==> src/hdl/d2l_pkg.sv <==
// Shared types, codes and helpers for the DNS-to-LDAP escape converter.
package d2l_pkg;

	// Escape parser phase
	typedef enum logic [1:0] {
		PH_PLAIN = 2'd0,
		PH_ESC   = 2'd1,
		PH_DEC1  = 2'd2,
		PH_DEC2  = 2'd3
	} d2l_phase_t;

	// Work item kind passed from front to back
	typedef enum logic [1:0] {
		CMD_PLAIN = 2'd0,
		CMD_HEX   = 2'd1,
		CMD_BAD   = 2'd2
	} d2l_kind_t;

	typedef struct packed {
		d2l_kind_t  kind;
		logic [7:0] value;
		logic       last;
	} d2l_cmd_t;

	localparam int QUEUE_DEPTH = 4;
	localparam int QUEUE_AW    = $clog2(QUEUE_DEPTH);

	localparam logic [7:0] CH_BACKSLASH = 8'h5c;
	localparam logic [7:0] CH_ZERO      = 8'h30;
	localparam logic [7:0] CH_NINE      = 8'h39;
	localparam logic [7:0] CH_LOWER_A   = 8'h61;
	localparam logic [9:0] MAX_DEC      = 10'd255;

	// Lowercase hex character for one nibble
	function automatic logic [7:0] hex_char(input logic [3:0] nib);
		logic [7:0] r;
		if (nib < 4'd10) begin
			r = CH_ZERO + {4'd0, nib};
		end else begin
			r = CH_LOWER_A + {4'd0, nib} - 8'd10;
		end
		return r;
	endfunction

endpackage

==> src/hdl/dns_to_ldap_escape_converter_top.sv <==
// Top level of the DNS-to-LDAP escape converter.
//
// Input channel (in_valid/in_ready, in_byte, in_last) takes one word per
// cycle of DNS-escaped text while the queue is not full; in_last marks the
// final byte of a name. Output channel (out_valid/out_ready, out_byte,
// out_last, bad_escape) gives the LDAP-escaped text one word per cycle while
// words are waiting and the receiver is ready. A malformed escape ends the
// name with one word carrying bad_escape = 1 and out_last = 1; the rest of
// that name's input is dropped. The first output word of an input passes
// through the work queue and then the output register. A plain byte gives
// one output word, a byte rendered in hex form gives three (a backslash and
// two lowercase hex digits). A four-entry work queue lets the parser keep
// taking input while the output side expands earlier words.
// When the receiver stalls, the output word holds and the queue fills;
// in_ready drops only when the queue is full.
// Reset clears the escape state, the queue and the output valid.
module dns_to_ldap_escape_converter_top (
	input  logic       clk,
	input  logic       arst_n,
	input  logic       in_valid,
	output logic       in_ready,
	input  logic [7:0] in_byte,
	input  logic       in_last,
	output logic       out_valid,
	input  logic       out_ready,
	output logic [7:0] out_byte,
	output logic       out_last,
	output logic       bad_escape
);
	import d2l_pkg::*;

	logic     q_full;
	logic     q_push;
	logic     q_pop;
	logic     q_empty;
	d2l_cmd_t push_cmd;
	d2l_cmd_t head_cmd;

	d2l_front u_front (
		.clk      (clk),
		.arst_n   (arst_n),
		.in_valid (in_valid),
		.in_ready (in_ready),
		.in_byte  (in_byte),
		.in_last  (in_last),
		.q_full   (q_full),
		.q_push   (q_push),
		.q_cmd    (push_cmd)
	);

	d2l_queue u_queue (
		.clk      (clk),
		.arst_n   (arst_n),
		.push     (q_push),
		.push_cmd (push_cmd),
		.full     (q_full),
		.pop      (q_pop),
		.empty    (q_empty),
		.head_cmd (head_cmd)
	);

	d2l_back u_back (
		.clk        (clk),
		.arst_n     (arst_n),
		.q_empty    (q_empty),
		.q_cmd      (head_cmd),
		.q_pop      (q_pop),
		.out_valid  (out_valid),
		.out_ready  (out_ready),
		.out_byte   (out_byte),
		.out_last   (out_last),
		.bad_escape (bad_escape)
	);

endmodule

==> src/hdl/d2l_front.sv <==
// Front end: accepts input words, tracks escape state and issues work items.
module d2l_front (
	input  logic              clk,
	input  logic              arst_n,
	input  logic              in_valid,
	output logic              in_ready,
	input  logic [7:0]        in_byte,
	input  logic              in_last,
	input  logic              q_full,
	output logic              q_push,
	output d2l_pkg::d2l_cmd_t q_cmd
);
	import d2l_pkg::*;

	d2l_phase_t phase_q, phase_d;
	logic [6:0] partial_q, partial_d;
	logic       discard_q, discard_d;

	logic       accept;
	logic       digit;
	logic       plain;
	logic [3:0] dval;
	logic [9:0] dec_value;

	assign in_ready = !q_full;
	assign accept   = in_valid && in_ready;

	// Classify the incoming byte
	assign digit = (in_byte >= CH_ZERO) && (in_byte <= CH_NINE);
	assign dval  = digit ? in_byte[3:0] : 4'd0;
	assign plain = in_byte inside {[8'h30:8'h39], [8'h41:8'h5a], [8'h61:8'h7a],
		8'h2e, 8'h2d, 8'h5f};

	// Accumulate decimal value: partial * 10 + digit
	assign dec_value = {partial_q, 3'b000} + {2'b00, partial_q, 1'b0} + {6'd0, dval};

	// Hold state between edges
	always_ff @(posedge clk or negedge arst_n) begin
		if (!arst_n) begin
			phase_q   <= PH_PLAIN;
			partial_q <= '0;
			discard_q <= 1'b0;
		end else begin
			phase_q   <= phase_d;
			partial_q <= partial_d;
			discard_q <= discard_d;
		end
	end

	// Next state and work item
	always_comb begin
		phase_d   = phase_q;
		partial_d = partial_q;
		discard_d = discard_q;
		q_push    = 1'b0;
		q_cmd     = '{kind: CMD_BAD, value: 8'd0, last: 1'b1};
		if (accept) begin
			if (discard_q) begin
				if (in_last) begin
					discard_d = 1'b0;
					phase_d   = PH_PLAIN;
					partial_d = '0;
				end
			end else begin
				case (phase_q)
					PH_PLAIN: begin
						if (plain) begin
							q_push = 1'b1;
							q_cmd  = '{kind: CMD_PLAIN, value: in_byte, last: in_last};
						end else if (in_byte == CH_BACKSLASH) begin
							if (in_last) begin
								q_push = 1'b1;
							end else begin
								phase_d = PH_ESC;
							end
						end else begin
							q_push = 1'b1;
							q_cmd  = '{kind: CMD_HEX, value: in_byte, last: in_last};
						end
					end
					PH_ESC: begin
						if (digit) begin
							if (in_last) begin
								q_push  = 1'b1;
								phase_d = PH_PLAIN;
							end else begin
								partial_d = {3'd0, dval};
								phase_d   = PH_DEC1;
							end
						end else begin
							phase_d = PH_PLAIN;
							q_push  = 1'b1;
							q_cmd   = '{kind: CMD_HEX, value: in_byte, last: in_last};
						end
					end
					PH_DEC1: begin
						if (!digit || in_last) begin
							q_push    = 1'b1;
							phase_d   = PH_PLAIN;
							partial_d = '0;
							discard_d = !in_last;
						end else begin
							partial_d = dec_value[6:0];
							phase_d   = PH_DEC2;
						end
					end
					PH_DEC2: begin
						q_push    = 1'b1;
						phase_d   = PH_PLAIN;
						partial_d = '0;
						if (!digit || (dec_value > MAX_DEC)) begin
							discard_d = !in_last;
						end else begin
							q_cmd = '{kind: CMD_HEX, value: dec_value[7:0], last: in_last};
						end
					end
					default: begin
						phase_d = PH_PLAIN;
					end
				endcase
			end
		end
	end

endmodule

==> src/hdl/d2l_queue.sv <==
// Short work-item queue between front and back.
module d2l_queue (
	input  logic              clk,
	input  logic              arst_n,
	input  logic              push,
	input  d2l_pkg::d2l_cmd_t push_cmd,
	output logic              full,
	input  logic              pop,
	output logic              empty,
	output d2l_pkg::d2l_cmd_t head_cmd
);
	import d2l_pkg::*;

	d2l_cmd_t            mem_q [QUEUE_DEPTH];
	logic [QUEUE_AW-1:0] wr_ptr_q, rd_ptr_q;
	logic [QUEUE_AW:0]   count_q;

	assign full     = (count_q == (QUEUE_AW+1)'(QUEUE_DEPTH));
	assign empty    = (count_q == '0);
	assign head_cmd = mem_q[rd_ptr_q];

	// Store pushed items
	always_ff @(posedge clk) begin
		if (push) begin
			mem_q[wr_ptr_q] <= push_cmd;
		end
	end

	// Advance pointers and occupancy
	always_ff @(posedge clk or negedge arst_n) begin
		if (!arst_n) begin
			wr_ptr_q <= '0;
			rd_ptr_q <= '0;
			count_q  <= '0;
		end else begin
			if (push) begin
				wr_ptr_q <= wr_ptr_q + 1'b1;
			end
			if (pop) begin
				rd_ptr_q <= rd_ptr_q + 1'b1;
			end
			case ({push, pop})
				2'b10:   count_q <= count_q + 1'b1;
				2'b01:   count_q <= count_q - 1'b1;
				default: count_q <= count_q;
			endcase
		end
	end

endmodule

==> src/hdl/d2l_back.sv <==
// Back end: expands work items into output words through an output register.
module d2l_back (
	input  logic              clk,
	input  logic              arst_n,
	input  logic              q_empty,
	input  d2l_pkg::d2l_cmd_t q_cmd,
	output logic              q_pop,
	output logic              out_valid,
	input  logic              out_ready,
	output logic [7:0]        out_byte,
	output logic              out_last,
	output logic              bad_escape
);
	import d2l_pkg::*;

	logic [1:0] step_q, step_d;
	logic       valid_q;
	logic [7:0] byte_q;
	logic       last_q;
	logic       bad_q;

	logic       load;
	logic [7:0] byte_d;
	logic       last_d;
	logic       bad_d;

	assign out_valid  = valid_q;
	assign out_byte   = byte_q;
	assign out_last   = last_q;
	assign bad_escape = bad_q;

	// Refill the output register when it is empty or being taken
	assign load = !valid_q || out_ready;

	// Pick the next output word from the head item
	always_comb begin
		byte_d = 8'd0;
		last_d = 1'b1;
		bad_d  = 1'b1;
		step_d = step_q;
		q_pop  = 1'b0;
		if (load && !q_empty) begin
			case (q_cmd.kind)
				CMD_PLAIN: begin
					byte_d = q_cmd.value;
					last_d = q_cmd.last;
					bad_d  = 1'b0;
					q_pop  = 1'b1;
				end
				CMD_HEX: begin
					bad_d  = 1'b0;
					last_d = 1'b0;
					case (step_q)
						2'd0: begin
							byte_d = CH_BACKSLASH;
							step_d = 2'd1;
						end
						2'd1: begin
							byte_d = hex_char(q_cmd.value[7:4]);
							step_d = 2'd2;
						end
						default: begin
							byte_d = hex_char(q_cmd.value[3:0]);
							last_d = q_cmd.last;
							step_d = 2'd0;
							q_pop  = 1'b1;
						end
					endcase
				end
				default: begin
					q_pop = 1'b1;
				end
			endcase
		end
	end

	// Hold control state
	always_ff @(posedge clk or negedge arst_n) begin
		if (!arst_n) begin
			valid_q <= 1'b0;
			step_q  <= 2'd0;
		end else begin
			step_q <= step_d;
			if (load) begin
				valid_q <= !q_empty;
			end
		end
	end

	// Load output payload
	always_ff @(posedge clk) begin
		if (load && !q_empty) begin
			byte_q <= byte_d;
			last_q <= last_d;
			bad_q  <= bad_d;
		end
	end

endmodule
==> config.mk <==
export PLATFORM = sky130hd
export DESIGN_NAME = dns_to_ldap_escape_converter_top
export DESIGN_NICKNAME = d
export VERILOG_FILES = /design/src/hdl/d2l_pkg.sv /design/src/hdl/dns_to_ldap_escape_converter_top.sv /design/src/hdl/d2l_front.sv /design/src/hdl/d2l_queue.sv /design/src/hdl/d2l_back.sv
export SDC_FILE = /design/constraint.sdc
export NUM_CORES = 1
export LEC_CHECK = 0
export BUFFER_PORTS_ARGS = -buffer_cell sky130_fd_sc_hd__buf_2
export CAP_MARGIN = 20
export CORE_MARGIN = 2
export CORE_UTILIZATION = 55
export CTS_CLUSTER_DIAMETER = 60
export DETAILED_ROUTE_END_ITERATION = 12
export PLACE_DENSITY_LB_ADDON = 0.25
export SLEW_MARGIN = 20
export SYNTH_ARGS = -nofsm -noshare
export SYNTH_HDL_FRONTEND = slang
export SYNTH_HIERARCHICAL = 1
export SYNTH_SLANG_ARGS = --single-unit
==> constraint.sdc <==
create_clock -name clk -period 2.66 [get_ports clk]
set_input_delay 0.266 -clock clk [delete_from_list [all_inputs] [get_ports clk]]
set_output_delay 0.266 -clock clk [all_outputs]
set_load 0.01 [all_outputs]
* Word-level counts from Yosys, hierarchy flattened
Memory sizes are Yosys's and may differ from the RTL's. Index checks and enable logic that the tools add are counted.
Cells by class: reductions and logical operators 25, $lt $le $gt $ge 9, equality and inequality tests 18, add/sub/neg operators 12, muxes and demuxes 50
Operators by type and width (number):
- $mux W11 | 6
- $mux W7 | 5
- $pmux W11 S3 | 1
- $pmux W8 S2 | 2
- $pmux W7 S3 | 1
- $mux W1 | 18
- $add A7 B4 Y8 const A | 2
- $eq A8 B6 Y1 const B | 2
- $eq A8 B7 Y1 const B | 2
- $ge A8 B7 Y1 const B | 2
- $le A8 B7 Y1 const B | 2
- $mux W2 | 8
- $mux W8 | 2
- $sub A8 B4 Y8 const B | 2
- $add A6 B4 Y7 const A | 2
- $add A10 B4 Y10 | 1
- $add A10 B8 Y10 | 1
- $gt A10 B8 Y1 const B | 1
- $reduce_and A5 Y1 | 2
- $ne A3 B2 Y1 const B | 3
- $eq A2 B1 Y1 const B | 4
- $ge A8 B6 Y1 const B | 1
- $le A8 B6 Y1 const B | 1
- $lt A4 B4 Y1 const B | 2
- other kinds (23) | 41
Storage, ports and cells: output and inout port bits 12, flip-flop bits (word level) 30, bits in writable memories 44, bits of input ports 13, memories 1, word-level logic and storage cells 126
Memory list:
- u_queue.mem_q | depth 4, width 11, rd ports 1, clocked after Yosys merged registers in 0, write ports 1, line d2l_queue.sv:14 | d2l_cmd_t mem_q [QUEUE_DEPTH];

* Depth between registers and ports, before layout
Gate-level depths: netlist of the first run.
depth in word-level cells 10, depth in mapped cells 15, depth with buffers taken out 13

* Modules after synthesis
Netlist of the first run, hierarchy kept.
Modules (own cells, without submodules):
- d2l_queue | times used 1, sequential area each 1496.4 um^2, area an instance 1991.9 um^2, cells an instance 93
- d2l_front | times used 1, sequential area each 250.2 um^2, area an instance 1352.5 um^2, cells an instance 169
- d2l_back | times used 1, sequential area each 375.4 um^2, area an instance 832.0 um^2, cells an instance 83

* Least setup slack after synthesis of the first run
Ideal clock, no wire load.
path type input to register, start point input port in_byte[6], end point memory u_queue/mem_q[0][0] (netlist name), data pin, library setup time 272 ps, stages on the path 13, arrival time 3052 ps, data required time 2388 ps, slack -663 ps, path buffers 1, path through and2b_2 and4b_1 buf_2 and2_1 fa_1 inv_1 fa_1 nor2b_1 o2111ai_1 nand2_1 xor2_1 or3_1 a221o_1
RTL lines:
- start: declaration | line dns_to_ldap_escape_converter_top.sv:22 | input logic [7:0] in_byte,
- end: declaration | line d2l_queue.sv:14

==> results of run 1 <==
how the worst max path moves through the flow:
stage,from,endpoint,slack (ns),cells past startpoint
detailed placement,in_byte[6],u_queue/mem_q[1][0],-0.66,15
finish,in_byte[5],u_queue/mem_q[1][0],-0.26,13
floorplan,in_byte[6],u_queue/mem_q[0][0],-0.55,13
CTS,in_byte[5],u_queue/mem_q[1][0],-0.21,13
global route,in_byte[5],u_queue/mem_q[1][0],-0.39,13
global placement,in_byte[6],u_queue/mem_q[0][0],-0.58,15
power breakdown:
part | internal, mW | switching [mW] | total (mW)
clock network | 0.398 | 0.431 | 0.828
logic | 0.943 | 1.15 | 2.09
registers | 1.65 | 0.139 | 1.79
total | 2.99 | 1.72 | 4.71
synth_stat cells (all sizes together) (2+ instances only):
library cell / count / area (sq um)
nand2b: 8 / 50.1
o211a: 2 / 20.0
nand3b: 5 / 37.5
a21oi: 12 / 63.8
o31ai: 8 / 60.1
and2: 9 / 56.3
ha: 24 / 300
inv: 25 / 93.8
a221o: 2 / 20.0
nand2: 32 / 120
o21a: 2 / 15.0
and3: 3 / 21.3
nor2: 15 / 61.3
nor3: 4 / 31.3
mux2: 2 / 22.5
o21ai: 23 / 119
edfxtp: 54 / 1620
buf: 6 / 38.8
nor2b: 7 / 43.8
nand4b: 2 / 32.5
dfrtp: 20 / 500
mux2i: 5 / 50.1
fa: 3 / 60.1
clkbuf: 4 / 15.0
mux4: 11 / 259
and4b: 3 / 30.0
xor2: 9 / 78.8
or4bb: 2 / 22.5
a21o: 4 / 32.5
or3: 6 / 37.5
or3b: 2 / 17.5
nand3: 6 / 30.0
xnor2: 3 / 26.3
a311oi: 3 / 32.5
a22o: 2 / 17.5
sequential cells by signal, indices dropped and copies added, names as in the netlist, 2 cells and up:
register / count
u_back/out_byte: 8
u_front/phase_q: 2
u_queue/rd_ptr_q: 2
u_queue/mem_q: 44
u_queue/wr_ptr_q: 2
u_queue/count_q: 3
u_front/partial_q: 7
u_back/step_q: 2
layout make-up:
class	count	area [sq um]
fillers	537	2110
clock buffers	11	153
inverters	25	93.8
well taps	99	124
multi-input cells	236	2080
flip-flops and latches	74	2120
repair buffers	78	571
clock inverters	5	35.0
cell families after synthesis:
kind of cell	Yosys count	synth area share
AOI/OAI and AO/OA	71	0.117
xor gates and xnor gates	12	0.0252
adders and majority gates	27	0.0863
buffers and inverters	35	0.0354
DFF	74	0.508
muxes	18	0.0794
and+or+nand+nor	108	0.149
metal layers:
metal,global-route usage,vias to the layer above,part of all wire
li1,-,1445,-
met1,0.262,1446,0.44
met2,0.373,63,0.51
met3,0.0365,12,0.035
met4,0.0871,0,0.017
met5,0,-,0
what timing repair did:
action	4_1_cts	5_1_grt
gates resized for setup	7	14
setup endpoints to repair	44	47
pin swaps	1	11
gates cloned	0	1
hold endpoints to repair	20	0
hold buffers	1	0
buffers inserted	2	5
==> run summary, run 1 <==
most frequent cells in the layout - 54 x edfxtp_1, 51 x buf_4, 32 x nand2_1
power after layout - 4.71 mW
RR Endpoint - u_queue/mem_q[1][0]
Worst path top cell family by delay - simple AND/OR/NAND/NOR gates
ant diodes - 0
Cells after Synth - 345
Slowest-stage cell, CP - fa_1
TritonCTS Buffers - 9
Worst-Margin Slew - 0.462 ns
Total Neg Setup Slack - -9.62 ns
gr ovfl total - 0
RD Place Congestion - 0.879
Clock Path Buffers - 2
Finished Cell Area - 5180 sq um
later-pin clock latency in the skew report - 0.35 ns
unrepaired setup endpoints after global routing - true
Die H - 91.1 um
Core Box Area - 7290 sq um
Post-synth EDFFs - 54
Non-Filler Instances - 528
Leak Pwr - 2.18 nW
antenna-violating nets left - 0
status - finished with violations
Initial Util - 0.573
# nets final - 464
CP arrival - 3.01 ns
Worst Hold Class - input port to flop
flops & latches, synth - 74
Ports - 25
die area - 8310 sq um
Vias - 2966
die width - 91.1 um
Avg Cell Area, Syn - 12.1 sq um
placed cell area - 4790 sq um
Worst R2R Start - u_front/partial_q[0]
# rows - 31
# setup viols final - 45
Sink Count - 74
Final Hold Fails - 0
DPL Wire Length - 6300 um
crit path buf inv count - 2
clock root cell - clkbuf_8
vias per cell - 5.62
CTS clock-pin slew for the worst setup and hold paths - 0.08 ns
Yosys cell types - 64
most common cell after layout, fill and taps aside - edfxtp_1
Hold Path Sink - u_front/discard_q
relative slew slack - 0.692
gr usage total - 0.213
largest net degree at the start of global routing - 21
sequential share of the synthesized area - 0.508
fmax - 342 MHz
Main synth FF type - edfxtp_1
synth warn - 6
Area growth syn-to-layout - 24.1%
reg2reg path depth - 9
Startpoint Class - input port
Final Skew - 0.00692 ns
WHS - 0.216 ns
WL per Instance - 16.1 um
final cell utilization of the core - 0.711
Hold Path Stages - 2
failing checks - setup timing
First DRT Iteration DRCs - 187
final WL - 8510 um
I/O Buffers - 24
asr flop ratio synth - 0.270
initial antenna violation count - 0
CTS tree - done
share of layout cells above drive strength 1 - 0.329
critical path class - input port to flop
vias in the first global route - 2848
DP Cell Count - 503
mapped cell area - 4180 sq um
H-tree levels - 3
Hold Startpoint - in_last
CP Capture Type - flop
first drt pass iteration count - 4
fin crit period - 2.92 ns
CP max stage delay - 0.52 ns
CP cell instances - buf_6 -> and2b_2 -> and4b_1 -> and2_4 -> fa_1 -> inv_2 -> fa_2 -> nor2b_2 -> o2111ai_1 -> nand2_1 -> xor2_2 -> or3_4 -> a221o_1
Place WS - -0.656 ns
CP required - 2.75 ns
FF-to-FF setup slack - -0.19 ns
residual DRC count - 0
maximum vdd drop - 0.000401 V
synthesized net count - 385
Pwr Density - 910 nW/um^2
Final Max Tran Viols - 0
first-pass GRT wire length - 13700 um
Max Cap Violations - 0
final setup margin - -0.264 ns
fin crit share - 1.10
crit-path max FO - 4
Note: power is estimated with default switching activity, not from simulation.
==> run 2, diff against run 1 <==
- ABC_AREA: not set -> 1
==> run 2 against run 1 <==
Compared with the run above: the flow now finishes without violations; non-clock buffer count is 18 lower; clock skew is 0.011 ns higher; setup slack better by 0.37 ns; flip-flop and latch count stayed put; utilization is 5.8 points lower; area after synthesis is 9.9% higher; sequential power is 4% higher; combinational power is 18% higher; maximum frequency is 14% higher.
==> run summary, run 2 <==
CTS tree - done
Sink Count - 74 (unchanged)
flops & latches, synth - 74 (unchanged)
Max Cap Violations - 0 (unchanged)
Main synth FF type - edfxtp_1
Worst-Margin Slew - 0.680 ns (+0.217 ns)
Worst Hold Class - input port to flop
vias per cell - 5.19 (-7.6%)
count leader, synth - nand2_1
fmax - 391 MHz (+14%)
Final Hold Fails - 0 (unchanged)
final WL - 9810 um (+15%)
Final Max Tran Viols - 0 (unchanged)
Area growth syn-to-layout - 15.8%
mapped cell area - 4590 sq um (+9.9%)
Hold Path Stages - 4 (+2)
Initial Util - 0.564 (-0.00853)
power after layout - 5.04 mW (+6.9%)
asr flop ratio synth - 0.270 (unchanged)
RR Endpoint - u_queue/mem_q[2][5]
initial antenna violation count - 0 (unchanged)
synth warn - 6 (unchanged)
final setup margin - 0.102 ns (+0.366 ns)
gr ovfl total - 0 (unchanged)
Final Skew - 0.0174 ns (+0.0105 ns)
unrepaired setup endpoints after global routing - true
H-tree levels - 3 (unchanged)
clock group share of total power - 0.144 (-0.032)
Hold Startpoint - out_ready
Pwr Density - 949 nW/um^2 (+4.4%)
largest net degree at the start of global routing - 39 (+86%)
maximum vdd drop - 0.000331 V (-17%)
Cells after Synth - 537 (+56%)
most common cell after layout, fill and taps aside - nand2_1
fin crit period - 2.56 ns (-0.366 ns)
Comb pwr share - 0.487 (+0.043)
First DRT Iteration DRCs - 189 (+1.1%)
Leak Pwr - 2.50 nW (+15%)
relative slew slack - 0.547 (-0.145)
Avg Cell Area, Syn - 8.55 sq um (-29%)
Yosys cell types - 40 (-38%)
I/O Buffers - 24 (unchanged)
Sequential Power Share - 0.369 (-0.011)
Reg with most FFs - u_queue/mem_q
vias in the first global route - 3615 (+27%)
sequential share of the synthesized area - 0.462 (-0.0457)
Die H - 95.3 um (+4.6%)
internal power - 2.89 mW (-3.6%)
Worst R2R Start - u_front/partial_q[0]
Area contributors post-synth - edfxtp_1 35%, nand2_1 12%, dfrtp_1 11%
Post-synth top cells - 150 x nand2_1, 75 x inv_1, 54 x edfxtp_1, 34 x nor2_1, 32 x nand3_1
Ports - 25 (unchanged)
Finished Cell Area - 5310 sq um (+2.5%)
residual DRC count - 0 (unchanged)
Post-synth EDFFs - 54 (unchanged)
top-area cell type share of the netlist area - 0.353 (-0.0349)
CP required - 2.83 ns (+0.08 ns)
first drt pass iteration count - 4 (unchanged)
Place WS - -0.307 ns (+0.349 ns)
WL per Instance - 13.9 um (-14%)
Hold Path Sink - u_back/out_valid
Core Box Area - 8130 sq um (+12%)
fin crit share - 0.962 (-0.138)
status - finished clean
# rows - 33 (+6.5%)
Clock Path Buffers - 2 (unchanged)
Slowest-stage cell, CP - fa_1
antenna-violating nets left - 0 (unchanged)
die area - 9090 sq um (+9.4%)
RD Place Congestion - 0.911 (+3.5%)
first-pass GRT wire length - 16300 um (+19%)
Worst path top cell family by delay - adder cells
# nets final - 635 (+37%)
share of layout cells above drive strength 1 - 0.228 (-0.100)
clock root cell - clkbuf_8
Startpoint Class - flop
reg2reg path depth - 10 (+1)
later-pin clock latency in the skew report - 0.34 ns (about the same)
CTS clock-pin slew for the worst setup and hold paths - 0.08 ns (about the same)
ant diodes - 0 (unchanged)
cell taking the most area after synthesis - edfxtp_1
crit-path max FO - 7 (+3)
die width - 95.3 um (+4.6%)
critical path class - flop to flop
CP Capture Type - flop
CP cell instances - fa_1 -> inv_2 -> fa_2 -> inv_2 -> nand2_2 -> nand4_1 -> nand3_2 -> nor2_4 -> nand3_2 -> a21oi_4
Sw Ratio - 0.428 (+0.0629)
synthesized net count - 577 (+50%)
Vias - 3661 (+23%)
Psw - 2.16 mW (+25%)
number of flip-flops under the largest register name - 44 (unchanged)
WHS - 0.175 ns (-0.0409 ns)
FF-to-FF setup slack - 0.10 ns (+0.29 ns)
DPL Wire Length - 7500 um (+19%)
TritonCTS Buffers - 9 (unchanged)
placed cell area - 4980 sq um (+4.0%)
CP max stage delay - 0.59 ns (+0.07 ns)
gr usage total - 0.236 (+0.0222)
crit path buf inv count - 2 (unchanged)
CP arrival - 2.73 ns (-0.28 ns)
# setup viols final - 0 (-100%)
most frequent cells in the layout - 146 x nand2_1, 71 x inv_1, 54 x edfxtp_1
## run 2: worst max path at each step
stage	to	startpoint	depth (start not counted)
final	u_queue/mem_q[2][5]	u_front/partial_q[0]	10
after global routing	u_queue/mem_q[2][5]	u_front/partial_q[0]	10
after CTS	u_queue/count_q[1]	u_front/phase_q[0]	12
after detailed placement	u_queue/mem_q[0][2]	in_byte[3]	18
after global placement	u_queue/mem_q[1][5]	in_byte[3]	16
after floorplan	u_queue/mem_q[0][3]	in_byte[3]	16
## run 2: routing by layer
| metal | global-route usage | up-vias | wire length, um |
|---|---|---|---|
| met4 | 0.120 | 0 | 285 |
| met3 | 0.0498 | 24 | 362 |
| li1 | - | 1877 | - |
| met5 | 0 | - | 0 |
| met2 | 0.426 | 85 | 5080 |
| met1 | 0.260 | 1675 | 4080 |
## run 2: what timing repair did
item,CTS,global route
pin swaps,0,15
endpoints found under the setup margin,16,47
cloned,0,0
resized for setup,4,31
hold buffers,1,0
endpoints found under the hold margin,20,0
buffers inserted,0,3
## run 2: worst register-to-register path: stages, from the launching register on
cell     delay, ns
dfrtp_1       0.42
fa_1          0.59
inv_2         0.05
fa_2          0.34
inv_2         0.07
nand2_2       0.06
nand4_1       0.09
nand3_2       0.13
nor2_4        0.29
nand3_2       0.16
a21oi_4       0.22
## run 2: cells by family after synthesis
group / count (synthesis) / share of synthesized area
AO/OA/AOI/OAI: 78 / 0.106
XOR/XNOR: 8 / 0.0153
adder cells (fa/ha/maj): 27 / 0.0785
buffers and inverters: 103 / 0.0973
flip-flops: 74 / 0.462
AND/OR/NAND/NOR: 247 / 0.240
## run 2: cell type report
type / instances / area (sq um)
inverters: 90 / 338
repair buffers: 60 / 409
flip-flops and latches: 74 / 2120
fillers: 689 / 2820
clock inverters: 3 / 18.8
multi-input cells: 360 / 2150
well taps: 105 / 131
clock buffers: 13 / 139
## run 2: power groups by stage
stage | Clock (mW) | Sequential [mW] | Combinational (mW)
floorplan | 0 | 1.85 | 1.85
global placement | 0 | 1.87 | 2.32
detailed placement | 0 | 1.88 | 2.40
CTS | 0.744 | 1.86 | 2.42
global route | 0.791 | 1.89 | 2.81
finish | 0.727 | 1.86 | 2.46
## run 2: through the flow
step                utilization  std cells  TNS (ns)
floorplan                     -        537   -0.0150
global placement          0.613        685     -4.10
detailed placement        0.613        685     -9.39
CTS                       0.635        702         0
global route              0.653        705    -0.429
finish                    0.653        705         0
